## src/sv/cqe_pkg.sv

```systemverilog
// Package for the circular queue engine: sizes, operation and status codes,
// controller states and the command and status bundles between controller and datapath.
// No dependencies.
package cqe_pkg;

   localparam int DEPTH = 16;
   localparam int PTR_W = $clog2(DEPTH);
   localparam int CNT_W = $clog2(DEPTH + 1);

   localparam int MODE_W = 3;
   localparam int DATA_W = 32;
   localparam int STAT_W = 2;
   localparam int OCC_W  = 5;
   localparam int CAP_W  = 5;

   localparam logic [CAP_W-1:0] CAP_RESET = 5'd16;

   typedef enum logic [MODE_W-1:0] {
      MODE_ENQ   = 3'd0,
      MODE_DEQ   = 3'd1,
      MODE_PEEK  = 3'd2,
      MODE_TRAV  = 3'd3,
      MODE_EMPTY = 3'd4,
      MODE_SIZE  = 3'd5
   } mode_type;

   typedef enum logic [STAT_W-1:0] {
      ST_OK    = 2'd0,
      ST_FULL  = 2'd1,
      ST_EMPTY = 2'd2
   } status_type;

   typedef enum logic [1:0] {
      S_IDLE,
      S_READ,
      S_LOAD,
      S_OUT
   } state_type;

   // Commands from the controller to the datapath.
   typedef struct packed {
      logic exec;
      logic load_rd;
      logic next;
   } cmd_type;

   // Status from the datapath to the controller.
   typedef struct packed {
      logic need_read;
      logic has_result;
      logic out_last;
   } sts_type;

endpackage

```

## src/sv/circular_queue_engine_unit.sv

```systemverilog
// Circular queue of signed 32-bit values, 16 slots, of which the csr register sets how
// many are in use; writing it empties the queue. One transaction at a time: enqueue,
// dequeue, empty check and size take the request and present their single result in
// the next cycle, and a new request is taken in the cycle after the result leaves.
// Peek and traverse read the slot memory through its registered read port: each result
// passes through the read, load and handoff steps, peek returns one element and rear,
// and traverse repeats the steps for each stored value. On an empty queue both skip the
// read and give a single result. Results leave from an output register; the final result
// of a request carries rsp_last.
// Depends on cqe_pkg, cqe_ctrl and cqe_dpath.
module circular_queue_engine_unit (
   input  logic                              clock,
   input  logic                              reset,
   input  logic                              req_valid,
   output logic                              req_stall,
   input  logic        [cqe_pkg::MODE_W-1:0] req_mode,
   input  logic signed [cqe_pkg::DATA_W-1:0] req_value,
   output logic                              rsp_valid,
   input  logic                              rsp_stall,
   output logic        [cqe_pkg::STAT_W-1:0] rsp_status,
   output logic signed [cqe_pkg::DATA_W-1:0] rsp_element,
   output logic signed [cqe_pkg::DATA_W-1:0] rsp_rear_element,
   output logic        [cqe_pkg::OCC_W-1:0]  rsp_occupancy,
   output logic                              rsp_empty_flag,
   output logic                              rsp_last,
   input  logic                              csr_wr_en,
   input  logic        [cqe_pkg::CAP_W-1:0]  csr_wr_data
);

   cqe_pkg::cmd_type cmd;
   cqe_pkg::sts_type sts;

   cqe_ctrl u_ctrl (
      .clock     (clock),
      .reset     (reset),
      .req_valid (req_valid),
      .req_stall (req_stall),
      .rsp_valid (rsp_valid),
      .rsp_stall (rsp_stall),
      .sts       (sts),
      .cmd       (cmd)
   );

   cqe_dpath u_dpath (
      .clock            (clock),
      .reset            (reset),
      .cmd              (cmd),
      .sts              (sts),
      .req_mode         (req_mode),
      .req_value        (req_value),
      .csr_wr_en        (csr_wr_en),
      .csr_wr_data      (csr_wr_data),
      .rsp_status       (rsp_status),
      .rsp_element      (rsp_element),
      .rsp_rear_element (rsp_rear_element),
      .rsp_occupancy    (rsp_occupancy),
      .rsp_empty_flag   (rsp_empty_flag),
      .rsp_last         (rsp_last)
   );

`ifndef ASSERT_OFF
   // No request is taken while a result is still on offer.
   a_one_at_a_time: assert property (@(posedge clock) disable iff (reset)
      rsp_valid |-> req_stall)
      else $error("request channel open while a result is pending");

   // Once the final result of a transaction leaves, the block is ready again.
   a_ready_after_last: assert property (@(posedge clock) disable iff (reset)
      (rsp_valid && !rsp_stall && rsp_last) |=> !req_stall)
      else $error("block not ready after final result");

   // The reported occupancy never exceeds the slot count.
   a_occ_bound: assert property (@(posedge clock) disable iff (reset)
      rsp_valid |-> (32'(rsp_occupancy) <= 32'(cqe_pkg::DEPTH)))
      else $error("occupancy beyond queue depth");

   // Empty flag and occupancy agree on every result.
   a_empty_flag: assert property (@(posedge clock) disable iff (reset)
      rsp_valid |-> (rsp_empty_flag == (rsp_occupancy == '0)))
      else $error("empty flag disagrees with occupancy");
`endif

endmodule

```

## src/sv/cqe_ctrl.sv

```systemverilog
// Controller state machine of the circular queue engine.
// Depends on cqe_pkg for the state encoding and the command and status bundles.
module cqe_ctrl (
   input  logic             clock,
   input  logic             reset,
   input  logic             req_valid,
   output logic             req_stall,
   output logic             rsp_valid,
   input  logic             rsp_stall,
   input  cqe_pkg::sts_type sts,
   output cqe_pkg::cmd_type cmd
);

   cqe_pkg::state_type state_ff;
   cqe_pkg::state_type state_in;

   always_ff @(posedge clock) begin
      if (reset) begin
         state_ff <= cqe_pkg::S_IDLE;
      end else begin
         state_ff <= state_in;
      end
   end

   always_comb begin
      state_in = state_ff;
      unique case (state_ff)
         cqe_pkg::S_IDLE: begin
            if (req_valid) begin
               priority if (sts.need_read) begin
                  state_in = cqe_pkg::S_READ;
               end else if (sts.has_result) begin
                  state_in = cqe_pkg::S_OUT;
               end else begin
                  state_in = cqe_pkg::S_IDLE;
               end
            end
         end
         cqe_pkg::S_READ: begin
            state_in = cqe_pkg::S_LOAD;
         end
         cqe_pkg::S_LOAD: begin
            state_in = cqe_pkg::S_OUT;
         end
         cqe_pkg::S_OUT: begin
            if (!rsp_stall) begin
               state_in = sts.out_last ? cqe_pkg::S_IDLE : cqe_pkg::S_READ;
            end
         end
         default: begin
            state_in = cqe_pkg::S_IDLE;
         end
      endcase
   end

   always_comb begin
      req_stall   = (state_ff != cqe_pkg::S_IDLE);
      rsp_valid   = (state_ff == cqe_pkg::S_OUT);
      cmd.exec    = (state_ff == cqe_pkg::S_IDLE) && req_valid;
      cmd.load_rd = (state_ff == cqe_pkg::S_LOAD);
      cmd.next    = (state_ff == cqe_pkg::S_OUT) && !rsp_stall && !sts.out_last;
   end

endmodule

```

## src/sv/cqe_dpath.sv

```systemverilog
// Datapath of the circular queue engine: slot memory, pointers, count, walk cursor
// and the result register. Depends on cqe_pkg.
module cqe_dpath (
   input  logic                                 clock,
   input  logic                                 reset,
   input  cqe_pkg::cmd_type                     cmd,
   output cqe_pkg::sts_type                     sts,
   input  logic        [cqe_pkg::MODE_W-1:0]    req_mode,
   input  logic signed [cqe_pkg::DATA_W-1:0]    req_value,
   input  logic                                 csr_wr_en,
   input  logic        [cqe_pkg::CAP_W-1:0]     csr_wr_data,
   output logic        [cqe_pkg::STAT_W-1:0]    rsp_status,
   output logic signed [cqe_pkg::DATA_W-1:0]    rsp_element,
   output logic signed [cqe_pkg::DATA_W-1:0]    rsp_rear_element,
   output logic        [cqe_pkg::OCC_W-1:0]     rsp_occupancy,
   output logic                                 rsp_empty_flag,
   output logic                                 rsp_last
);

   logic signed [cqe_pkg::DATA_W-1:0] mem_ff [cqe_pkg::DEPTH];

   logic [cqe_pkg::CAP_W-1:0] cap_ff;
   logic [cqe_pkg::PTR_W-1:0] head_ff, head_in;
   logic [cqe_pkg::PTR_W-1:0] tail_ff, tail_in;
   logic [cqe_pkg::CNT_W-1:0] count_ff, count_in;
   logic [cqe_pkg::PTR_W-1:0] cursor_ff;
   logic [cqe_pkg::CNT_W-1:0] remain_ff;
   logic                      peek_ff;

   logic signed [cqe_pkg::DATA_W-1:0] rd_front_ff;
   logic signed [cqe_pkg::DATA_W-1:0] rd_rear_ff;

   cqe_pkg::status_type               out_status_ff;
   logic signed [cqe_pkg::DATA_W-1:0] out_element_ff;
   logic signed [cqe_pkg::DATA_W-1:0] out_rear_ff;
   logic        [cqe_pkg::OCC_W-1:0]  out_occ_ff;
   logic                              out_empty_ff;
   logic                              out_last_ff;

   logic [cqe_pkg::CNT_W-1:0] cap_act;
   logic [cqe_pkg::PTR_W-1:0] rear_idx;
   logic                      full;
   logic                      empty;
   logic                      wr_en;
   logic                      need_read;
   logic                      has_result;
   cqe_pkg::status_type       res_status;

   // Pointer step with wrap at the capacity in use.
   function automatic logic [cqe_pkg::PTR_W-1:0] advance(
      input logic [cqe_pkg::PTR_W-1:0] idx,
      input logic [cqe_pkg::CNT_W-1:0] cap
   );
      logic [cqe_pkg::CNT_W-1:0] nx;
      nx = cqe_pkg::CNT_W'(idx) + cqe_pkg::CNT_W'(1);
      return (nx >= cap) ? '0 : cqe_pkg::PTR_W'(nx);
   endfunction

   // A capacity of zero acts as one slot, and one beyond the memory as the full memory.
   always_comb begin
      priority if (cap_ff == '0) begin
         cap_act = cqe_pkg::CNT_W'(1);
      end else if (32'(cap_ff) > 32'(cqe_pkg::DEPTH)) begin
         cap_act = cqe_pkg::CNT_W'(cqe_pkg::DEPTH);
      end else begin
         cap_act = cqe_pkg::CNT_W'(cap_ff);
      end
   end

   assign full  = (count_ff >= cap_act);
   assign empty = (count_ff == '0);

   // The tail always sits count slots past the head, so the rear is one slot behind it.
   assign rear_idx = (tail_ff == '0) ? cqe_pkg::PTR_W'(cap_act - cqe_pkg::CNT_W'(1))
                                     : tail_ff - cqe_pkg::PTR_W'(1);

   always_comb begin
      head_in    = head_ff;
      tail_in    = tail_ff;
      count_in   = count_ff;
      wr_en      = 1'b0;
      need_read  = 1'b0;
      has_result = 1'b1;
      res_status = cqe_pkg::ST_OK;
      unique case (req_mode)
         cqe_pkg::MODE_ENQ: begin
            if (full) begin
               res_status = cqe_pkg::ST_FULL;
            end else begin
               wr_en    = 1'b1;
               tail_in  = advance(tail_ff, cap_act);
               count_in = count_ff + cqe_pkg::CNT_W'(1);
            end
         end
         cqe_pkg::MODE_DEQ: begin
            if (empty) begin
               res_status = cqe_pkg::ST_EMPTY;
            end else begin
               head_in  = advance(head_ff, cap_act);
               count_in = count_ff - cqe_pkg::CNT_W'(1);
            end
         end
         cqe_pkg::MODE_PEEK, cqe_pkg::MODE_TRAV: begin
            if (empty) begin
               res_status = cqe_pkg::ST_EMPTY;
            end else begin
               need_read = 1'b1;
            end
         end
         cqe_pkg::MODE_EMPTY, cqe_pkg::MODE_SIZE: begin
            res_status = empty ? cqe_pkg::ST_EMPTY : cqe_pkg::ST_OK;
         end
         default: begin
            has_result = 1'b0;
         end
      endcase
   end

   always_ff @(posedge clock) begin
      if (reset) begin
         cap_ff   <= cqe_pkg::CAP_RESET;
         head_ff  <= '0;
         tail_ff  <= '0;
         count_ff <= '0;
      end else if (csr_wr_en) begin
         cap_ff   <= csr_wr_data;
         head_ff  <= '0;
         tail_ff  <= '0;
         count_ff <= '0;
      end else if (cmd.exec) begin
         head_ff  <= head_in;
         tail_ff  <= tail_in;
         count_ff <= count_in;
      end
   end

   always_ff @(posedge clock) begin
      if (cmd.exec) begin
         cursor_ff <= head_ff;
         remain_ff <= count_ff;
         peek_ff   <= (req_mode == cqe_pkg::MODE_PEEK);
      end else if (cmd.next) begin
         cursor_ff <= advance(cursor_ff, cap_act);
         remain_ff <= remain_ff - cqe_pkg::CNT_W'(1);
      end
   end

   always_ff @(posedge clock) begin
      if (cmd.exec && wr_en) begin
         mem_ff[tail_ff] <= req_value;
      end
      rd_front_ff <= mem_ff[cursor_ff];
      rd_rear_ff  <= mem_ff[rear_idx];
   end

   always_ff @(posedge clock) begin
      if (cmd.exec) begin
         out_status_ff  <= res_status;
         out_element_ff <= '0;
         out_rear_ff    <= '0;
         out_occ_ff     <= cqe_pkg::OCC_W'(count_in);
         out_empty_ff   <= (count_in == '0);
         out_last_ff    <= 1'b1;
      end else if (cmd.load_rd) begin
         out_status_ff  <= cqe_pkg::ST_OK;
         out_element_ff <= rd_front_ff;
         out_rear_ff    <= peek_ff ? rd_rear_ff : '0;
         out_occ_ff     <= cqe_pkg::OCC_W'(count_ff);
         out_empty_ff   <= 1'b0;
         out_last_ff    <= peek_ff || (remain_ff == cqe_pkg::CNT_W'(1));
      end
   end

   always_comb begin
      sts.need_read  = need_read;
      sts.has_result = has_result;
      sts.out_last   = out_last_ff;
   end

   assign rsp_status       = out_status_ff;
   assign rsp_element      = out_element_ff;
   assign rsp_rear_element = out_rear_ff;
   assign rsp_occupancy    = out_occ_ff;
   assign rsp_empty_flag   = out_empty_ff;
   assign rsp_last         = out_last_ff;

endmodule

```

## config.mk

```make
export PLATFORM = sky130hd
export DESIGN_NAME = circular_queue_engine_unit
export DESIGN_NICKNAME = d
export VERILOG_FILES = /design/src/sv/cqe_pkg.sv /design/src/sv/circular_queue_engine_unit.sv /design/src/sv/cqe_ctrl.sv /design/src/sv/cqe_dpath.sv
export SDC_FILE = /design/constraint.sdc
export NUM_CORES = 1
export LEC_CHECK = 0
export BUFFER_PORTS_ARGS = -buffer_cell sky130_fd_sc_hd__buf_2
export CAP_MARGIN = 0
export CORE_ASPECT_RATIO = 1.75
export CORE_MARGIN = 1
export CORE_UTILIZATION = 61
export CTS_CLUSTER_SIZE = 40
export DETAILED_ROUTE_END_ITERATION = 10
export GPL_TIMING_DRIVEN = 1
export PLACE_DENSITY_LB_ADDON = 0.08
export RECOVER_POWER = 100
export SKIP_CTS_REPAIR_TIMING = 1
export SLEW_MARGIN = 5
export SYNTH_ARGS = -nofsm -noshare
export SYNTH_HDL_FRONTEND = slang
export SYNTH_HIERARCHICAL = 1
export SYNTH_SLANG_ARGS = --single-unit
export TNS_END_PERCENT = 30
```

## constraint.sdc

```tcl
create_clock -name clock -period 9.57 [get_ports clock]
set_input_delay 2.3925 -clock clock [delete_from_list [all_inputs] [get_ports clock]]
set_output_delay 2.3925 -clock clock [all_outputs]
set_load 0.05 [all_outputs]
```

-- Word-level counts from Yosys, hierarchy flattened
Memory sizes are Yosys's and may differ from the RTL's. A register that Yosys moved wholly into a read port is not among the register bits.
Index checks and enable logic that the tools add are counted.
- $add $sub $neg: 8
- magnitude comparators: 5
- equality and inequality tests: 11
- multiplexer cells: 36
- bitwise operators: 2
- reductions and logical operators: 23
- operators by type and width (kind ; number):
    $mux 5 ; 8
    $mux 32 ; 1
    $mux 4 ; 6
    $ge 5x5->1 ; 4
    $add 4x1->5 const B ; 3
    $logic_not 5->1 ; 3
    $mux 2 ; 7
    $mux 1 ; 11
    $pmux 5 s2 ; 1
    $sub 5x1->5 const B ; 2
    $pmux 2 s4 ; 1
    $sub 4x1->4 const B ; 2
    $eq 3x2->1 const B ; 2
    $eq 3x3->1 const B ; 2
    $reduce_and 3->1 ; 2
    $reduce_bool 2->1 ; 3
    $reduce_or 6->1 ; 1
    $add 5x1->5 const B ; 1
    $eq 5x1->1 const B ; 1
    $gt 5x5->1 const B ; 1
    $reduce_or 5->1 ; 1
    $eq 2x2->1 const B ; 2
    $logic_and 1x1->1 ; 4
    $logic_not 4->1 ; 1
    11 further kinds ; 15
- bits in registers: 103
- RAM bits: 512
- input port bits: 45
- output and inout port bits: 75
- logic and storage cells: 100
- memories kept: 1
- memories (name ; depth ; width ; read ports ; clocked after Yosys merged registers in ; wr ports ; line ; text):
    u_dpath.mem_ff ; 16 ; 32 ; 2 ; 2 ; 1 ; cqe_dpath.sv:20 ; logic signed [cqe_pkg::DATA_W-1:0] mem_ff [cqe_pkg::DEPTH];

-- Logic depth before layout (Yosys ltp)
Gate-level depths: netlist of run 1.
- word-level depth: 9
- mapped depth: 17
- depth with buffers taken out: 13

-- By module
Netlist of run 1, hierarchy kept.
- by module, submodules not included (module ; times used ; cells each ; area each (um^2) ; sequential area each (um^2)):
    cqe_dpath ; 1 ; 2279 ; 32346.0 ; 18858.1
    cqe_ctrl ; 1 ; 25 ; 249.0 ; 40.0

-- Least setup slack after synthesis of run 1
No wires, ideal clock.
- path type: input -> register
- from: input req_mode[0] (netlist name)
- to: memory u_dpath/mem_ff[3][0] (netlist name), enable pin
- setup time: 0.461 ns
- arrival: 5.715 ns
- data required time: 9.109 ns
- setup slack: 3.394 ns
- stages: 5
- buffers on the path: 0
- cell sequence: or3_1 > a211oi_1 > and2_1 > nand2_1 > nor3_1
- word-level cells in the longest chain between the ends: 5
- RTL lines (item ; line ; text):
    start: declaration ; circular_queue_engine_unit.sv:16 ; input logic [cqe_pkg::MODE_W-1:0] req_mode,
    $logic_not 3->1 ; cqe_dpath.sv:85 ; unique case (req_mode)
    $mux 1 ; cqe_dpath.sv:85 ;
    $logic_and 1x1->1 ; cqe_dpath.sv:149 ; if (cmd.exec && wr_en) begin
    $mux 1 ; cqe_dpath.sv:149 ;
    $mux 1 (implied by the code) ; cqe_dpath.sv:150 ; mem_ff[tail_ff] <= req_value;
    end: declaration ; cqe_dpath.sv:20 ;
Every way passes these cells.

-- Worst setup path in the final report of run 1
- from: register u_dpath/tail_ff[0] (netlist name)
- to: register u_dpath/rd_rear_ff[16] (netlist name), read port of u_dpath.mem_ff
- word-level cells in the longest chain between the ends: 2
- elaborated cells between the ends (all ways): 3
- those cells by class: add/sub: 1; mux: 1; reduce/logical: 1
- RTL lines (item ; line ; text):
    start: declaration ; cqe_dpath.sv:24 ; logic [cqe_pkg::PTR_W-1:0] tail_ff, tail_in;
    start signal: assignment ; cqe_dpath.sv:132 ; tail_ff <= tail_in;
    $sub 4x1->4 or $logic_not 4->1 (tied branches) ; cqe_dpath.sv:75, cqe_dpath.sv:74 ;
    $mux 4 (*) ; cqe_dpath.sv:74 ; assign rear_idx = (tail_ff == '0) ? cqe_pkg::PTR_W'(cap_act - cqe_pkg::CNT_W'(1))
    end: declaration ; cqe_dpath.sv:31 ; logic signed [cqe_pkg::DATA_W-1:0] rd_rear_ff;
Every way passes the cells marked *; elsewhere a longest branch is shown, timed or not.
A chain may end at the register's enable or synchronous reset.

==> impl_metrics.yaml, run 1 <==
floorplan:
  coreArea_um2: 52640
  boundaryPins: 120
  rows: 111
  die_h_um: 307.8
  initial_core_util_pct: 61.92
  die_area_um2: 54400
  die_x_um: 176.7
layout:
  seq_area_um2: 18900
  fin_area_um2: 35500
  final_cell_mix: "edfxtp_1, mux2i_1, mux4_2"
  multi_input_area_um2: 12880
  layout_commonest_cell: "edfxtp_1"
  instances_no_fill: 3074
  fillers: 3736
  drive_gt1_share_pct: 17.75
  fin_nets: 2427
  area_delta_synth_final_pct: 8.906
sta:
  tightest_slew_ns: 4.431
  setup_viol: 0
  whs_ns: 0.4320
  setup_tns_ns: 0
  fin_skew_ns: 0.02305
  fin_crit_sh_pct: 76.47
  setup_ws_ns: 2.252
  fmax_ghz: 0.1366
  hold_viol_final: 0
  maxSlewHeadroom_pct: -195.4
  drv_slew: 785
  grt_setup_unrepaired: "no"
  fin_crit_ns: 7.318
global_route:
  grt_max_degree: 157
  grt_overflow: 0
  grt_antenna_before_repair: 3
  grt_pass1_vias: 21730
  grt_pass1_wl_um: 134400
  track_usage_pct: 34.14
power_and_ir_drop:
  p_comb_share_pct: 28.7
  p_int_mw: 5.816
  switching_share_pct: 31.17
  p_switching_mw: 2.634
  seq_power_share_pct: 42.1
  p_leak_nw: 12.83
  power_density_nw_per_um2: 238.0
  p_clk_share_pct: 29.2
  ir_worst_vdd_v: 0.0002122
synthesis:
  ys_ff_latch: 679
  syn_nets: 2389
  yosys.area.top_type: "edfxtp_1"
  ys_warn_count: 6
  synth_top_area_share_pct: 48.83
  synth.cell_area_um2: 32600
  seq_area_frac_synth_pct: 57.98
  synth_edf_count: 530
  synth.area.top_cells: "edfxtp_1, mux4_2, dfxtp_1, mux2i_1, mux2_2"
  ys_async_sr_fraction_pct: 0
  yosysUniqueCellTypes: 66
  syn_inst: 2304
  ys.flop_type: "edfxtp_1"
  synth_area_per_cell_um2: 14.15
worst_setup_path:
  worstPathCellList: "inv_1, ha_1, or3b_1, nand2_1, o21ai_4, inv_4, ha_4, nor3_4, nor2_1, buf_4, mux2i_1, mux2_2, o221ai_1"
  crit_path_end_kind: "flop"
  critPathMaxStageDelay_ns: 2.59
  setup.worst_path.start_class: "flop"
  crit_slowest_cell: "nor2_1"
  critPathMaxFanout: 80
  crit_type: "flop to flop"
  rr_startpoint: "u_dpath/tail_ff[0]"
  rr_endpoint: "u_dpath/rd_rear_ff[16]"
  cp.arrival_ns: 7.85
  required_ns: 10.10
  reg2regPathDepth: 13
  r2r_slack_ns: 2.25
hold_path:
  worstHoldStart: "u_dpath/rd_rear_ff[28]"
  whs_path_depth: 1
  worstHoldPathType: "flop to flop"
  whs_endpoint: "u_dpath/rsp_rear_element[28]"
clock_network:
  cts_num_sinks: 679
  clockBufferDepth: 3
  cts.root.buffer_cell: "clkbuf_16"
  cts_tree: "yes"
  clk_pin_slew_ns: 0.07
  htree_num_levels: 2
  clk_latency_ns: 0.63
  cts_made_buffers: 60
placed_design:
  post_dp_cell_area_um2: 33750
  dpl.hpwl_um: 49800
  gp_congestion: 0.8684
  io_buffer_count: 119
  post-place-cells: 2958
  dp_worst_setup_slack_ns: 4.209
route:
  drc: 0
  antenna_left: 0
  via_count: 21330
  viasPerCell: 6.939
  wire_per_inst_um: 29.64
  firstDrtPassIters: 5
  initialDrtViolationCount: 2204
  routed_wl_um: 91110
job:
  drv_cap: 22
status:
  status: "finished with violations"
  violations: "capacitance limit, slew limit"
power by group through the flow:
stage	logic (mW)	clock network (mW)	registers, mW
detailed placement	2.39	0	3.62
CTS	2.40	2.50	3.55
global route	2.55	2.59	3.58
finish	2.43	2.47	3.56
global placement	2.34	0	3.61
floorplan	1.45	0	3.92
critical path: cells and delay by family (launching register included):
family | cells | cell delay [ns]
flip-flops | 1 | 0.44
adder cells (fa/ha/maj) | 2 | 0.94
buffers and inverters | 3 | 1.47
AND/OR/NAND/NOR | 4 | 3.35
AO/OA/AOI/OAI | 2 | 0.31
multiplexers | 2 | 0.50
sequential cells by signal (all words and copies together) (netlist names):
name / count
u_dpath/mem_ff: 512
u_dpath/rd_front_ff: 32
u_dpath/rd_rear_ff: 32
u_dpath/rsp_element: 32
u_dpath/rsp_rear_element: 32
u_dpath/cap_ff: 5
u_dpath/count_ff: 5
u_dpath/remain_ff: 5
u_dpath/rsp_occupancy: 5
u_dpath/cursor_ff: 4
u_dpath/head_ff: 4
u_dpath/tail_ff: 4
u_ctrl/state_ff: 2
u_dpath/rsp_status: 2
u_dpath/peek_ff: 1
u_dpath/rsp_empty_flag: 1
u_dpath/rsp_last: 1
routing by layer:
layer | vias up | share of wire (%) | wire [um] | track usage, %
met2 | 1183 | 51 | 46290 | 58.47
li1 | 9068 | - | - | -
met3 | 301 | 8.5 | 7741 | 4.235
met4 | 2 | 5.5 | 5027 | 18.46
met1 | 10780 | 35 | 32040 | 41.94
met5 | - | 0.014 | 13 | 0
layout make-up:
class                   instances  area share, %
diodes                          2        0.01410
clock buffers                  84          4.892
clock inverters                30         0.8072
inverters                      29         0.3137
multi-input cells            1409          36.28
flip-flops and latches        679          53.25
well taps                     678          2.390
repair buffers                163          2.058
cells in the mapped netlist (3+ instances only):
| cell type | count |
|---|---|
| nor2_1 | 60 |
| a21o_1 | 10 |
| buf_2 | 17 |
| edfxtp_1 | 530 |
| xor2_1 | 5 |
| clkbuf_1 | 139 |
| mux2_2 | 93 |
| dfxtp_1 | 149 |
| nand2_1 | 161 |
| a21oi_1 | 19 |
| nor2b_1 | 68 |
| nand3_1 | 70 |
| o21ai_0 | 51 |
| nand3b_1 | 3 |
| inv_1 | 27 |
| mux2i_1 | 170 |
| buf_4 | 4 |
| a22o_1 | 34 |
| nand2b_1 | 68 |
| ha_1 | 40 |
| nand4_1 | 6 |
| and2_1 | 68 |
| xnor2_1 | 6 |
| buf_6 | 16 |
| o21a_1 | 3 |
| nor3_1 | 10 |
| a32oi_1 | 31 |
| a211oi_1 | 3 |
| mux4_2 | 163 |
| o221ai_1 | 32 |
| o22ai_1 | 63 |
| o211ai_1 | 6 |
| buf_1 | 11 |
| and3_1 | 35 |
| a211o_1 | 94 |
per-stage QoR:
stage	total power, mW	util [%]
after floorplan	5.368	-
after global placement	5.950	64.12
after detailed placement	6.004	64.12
after CTS	8.452	67.96
after global routing	8.722	67.44
final	8.450	67.44
how the worst max path moves through the flow:
stage,start,slack [ns],end,cells past startpoint
2_1_floorplan,req_mode[0],3.39,u_dpath/mem_ff[3][0],5
3_3_place_gp,u_dpath/tail_ff[0],4.37,u_dpath/rd_rear_ff[30],14
3_5_place_dp,u_dpath/tail_ff[0],4.21,u_dpath/rd_rear_ff[23],15
4_1_cts,u_dpath/tail_ff[0],4.15,u_dpath/rd_rear_ff[9],15
5_1_grt,u_dpath/tail_ff[0],1.92,u_dpath/rd_rear_ff[16],13
6_report,u_dpath/tail_ff[0],2.25,u_dpath/rd_rear_ff[16],13
cell families (layout without fill, tap and decap cells):
logic type | count (synthesis) | after routing | share of synthesized area, %
other | 0 | 2 | 0
adders and majority gates | 40 | 40 | 1.535
DFF | 679 | 679 | 57.98
buffers and inverters | 216 | 306 | 2.975
AOI/OAI and AO/OA | 363 | 363 | 8.437
and+or+nand+nor | 569 | 569 | 9.082
muxes | 426 | 426 | 19.70
xor gates and xnor gates | 11 | 11 | 0.2956
Note: power is estimated with default switching activity, not from simulation.
==> run 2: changes to the inputs <==
Clock period 9.57 ns to 7.7 ns, I/O delays scaled along.
==> run 2 against run 1 <==
Net effect: the flow still finishes with violations (capacitance limit, slew limit); critical path depth fell by 6; register-to-register slack got worse by 0.59 ns; combinational power rose by 24%; critical path type is now primary input to flop; sequential share of layout area fell by 0.16 points; critical endpoint is now u_dpath/mem_ff[10][26]; cell area rose by 0.30%; sequential power rose by 24%; routed wire length rose by 2.2%; sequential cell count did not move; cell count did not move.
==> impl_metrics.yaml, run 2 (synthesis results as in run 1) <==
worst_setup_path:
  r2r_slack_ns: 1.66
  crit_type: "primary input to flop"
  crit_path_end_kind: "flop"
  reg2regPathDepth: 12
  worstPathCellList: "clkbuf_1, or3_1, a211oi_1, and2_0, nand2_1, nor2_1, buf_4"
  crit_buf_inv: 2
  critPathMaxStageDelay_ns: 1.99
  rr_endpoint: "u_dpath/rd_rear_ff[31]"
  rr_startpoint: "u_dpath/tail_ff[0]"
  critPathMaxFanout: 19
  required_ns: 7.99
  crit_family: "simple AND/OR/NAND/NOR gates"
  setup.worst_path.start_class: "primary input"
  crit_slowest_cell: "nor2_1"
  cp.arrival_ns: 6.45
layout:
  area_delta_synth_final_pct: 9.236
  drive_gt1_share_pct: 17.95
  largest_register_ffs: 512
  regMostFlops: "u_dpath/mem_ff"
  final_cell_mix: "edfxtp_1, mux2i_1, mux4_2"
  fin_area_um2: 35610
  layout_commonest_cell: "edfxtp_1"
  instances_no_fill: 3074
  fin_util_pct: 67.64
  fin_nets: 2429
  insertedDiodeCount: 0
  fillers: 3810
clock_network:
  htree_num_levels: 2
  clk_pin_slew_ns: 0.06
  cts.root.buffer_cell: "clkbuf_16"
  cts_made_buffers: 60
  cts_num_sinks: 679
  clockBufferDepth: 3
  cts_tree: "yes"
  clk_latency_ns: 0.63
job:
  drv_cap: 12
hold_path:
  worstHoldStart: "u_dpath/rd_rear_ff[6]"
  worstHoldPathType: "flop to flop"
  whs_endpoint: "u_dpath/rsp_rear_element[6]"
  whs_path_depth: 1
sta:
  setup_ws_ns: 1.546
  whs_ns: 0.4405
  setup_tns_ns: 0
  setup_viol: 0
  hold_viol_final: 0
  fmax_ghz: 0.1625
  tightest_slew_ns: 4.811
  drv_slew: 386
  maxSlewHeadroom_pct: -220.8
  fin_crit_sh_pct: 79.92
  fin_crit_ns: 6.154
  fin_skew_ns: 0.02563
  grt_setup_unrepaired: "no"
power_and_ir_drop:
  p_switching_mw: 3.351
  ir_worst_vdd_v: 0.0002650
  p_leak_nw: 12.93
  power_density_nw_per_um2: 300.3
  seq_power_share_pct: 41.4
  p_int_mw: 7.340
  p_total_mw: 10.69
  switching_share_pct: 31.35
  p_comb_share_pct: 28.1
  p_clk_share_pct: 30.5
floorplan:
  die_h_um: 307.8
  rows: 111
  die_x_um: 176.7
  coreArea_um2: 52640
  boundaryPins: 120
  die_area_um2: 54400
  initial_core_util_pct: 61.92
global_route:
  grt_max_degree: 157
  grt_antenna_before_repair: 0
  track_usage_pct: 34.91
  grt_pass1_wl_um: 137700
  grt_overflow: 0
  grt_pass1_vias: 21970
route:
  wire_per_inst_um: 30.30
  via_count: 21530
  antenna_left: 0
  initialDrtViolationCount: 2330
  routed_wl_um: 93130
  drc: 0
  viasPerCell: 7.004
  firstDrtPassIters: 5
status:
  status: "finished with violations"
  violations: "capacitance limit, slew limit"
placed_design:
  gp_congestion: 0.9238
  post-place-cells: 2960
  dp_worst_setup_slack_ns: 2.454
  post_dp_cell_area_um2: 33750
  dpl.hpwl_um: 54030
  io_buffer_count: 119
-- run 2: cell count changes in the layout (fill, tap and decap cells not counted), sizes merged --
cell,change
bufinv,+6
diode,-2
buf,+8
clkinvlp,-1
clkbuf,-19
inv,+1
clkinv,+7
-- run 2: how the worst max path moves through the flow --
stage | from | end | slack [ns] | cells past startpoint
CTS | u_dpath/tail_ff[0] | u_dpath/rd_rear_ff[9] | 2.95 | 14
floorplan | req_mode[0] | u_dpath/mem_ff[3][0] | 1.99 | 5
global route | u_dpath/tail_ff[0] | u_dpath/rd_rear_ff[31] | 1.38 | 12
finish | req_mode[0] | u_dpath/mem_ff[10][26] | 1.55 | 7
detailed placement | req_mode[0] | u_dpath/mem_ff[14][19] | 2.45 | 7
global placement | req_mode[0] | u_dpath/mem_ff[14][28] | 2.45 | 7
-- run 2: layout make-up --
type / count / area [um2] / area share (%)
flip-flops and latches: 679 / 18900 / 53.09
multi-input cells: 1409 / 12830 / 36.03
clock buffers: 71 / 1625 / 4.565
well taps: 678 / 848.3 / 2.383
repair buffers: 165 / 770.7 / 2.165
clock inverters: 43 / 518.0 / 1.455
inverters: 29 / 111.4 / 0.3128
-- run 2: metal layers --
metal  wire length, um  GRT usage [%]
met2             46520          58.52
met4              5396          19.27
met1             33020          43.58
met3              8200          4.827
met5                 0              0
-- run 2: power by group through the flow --
| stage | registers [mW] | clock network, mW | logic [mW] |
|---|---|---|---|
| 2_1_floorplan | 4.87 | 0 | 1.81 |
| 3_3_place_gp | 4.49 | 0 | 2.91 |
| 3_5_place_dp | 4.50 | 0 | 2.97 |
| 4_1_cts | 4.42 | 3.29 | 2.99 |
| 5_1_grt | 4.45 | 3.42 | 3.15 |
| 6_report | 4.43 | 3.26 | 3.01 |
-- run 2: worst register-to-register path, stage by stage, from the launching register on --
cell,delay (ns)
dfxtp_1,0.44
inv_1,0.14
ha_1,0.29
or3b_4,0.46
nand2_1,0.13
o21ai_4,0.10
inv_4,0.18
ha_4,0.49
nor3_4,0.15
nor2_4,0.43
clkbuf_1,2.08
mux4_2,0.52
mux4_2,0.50
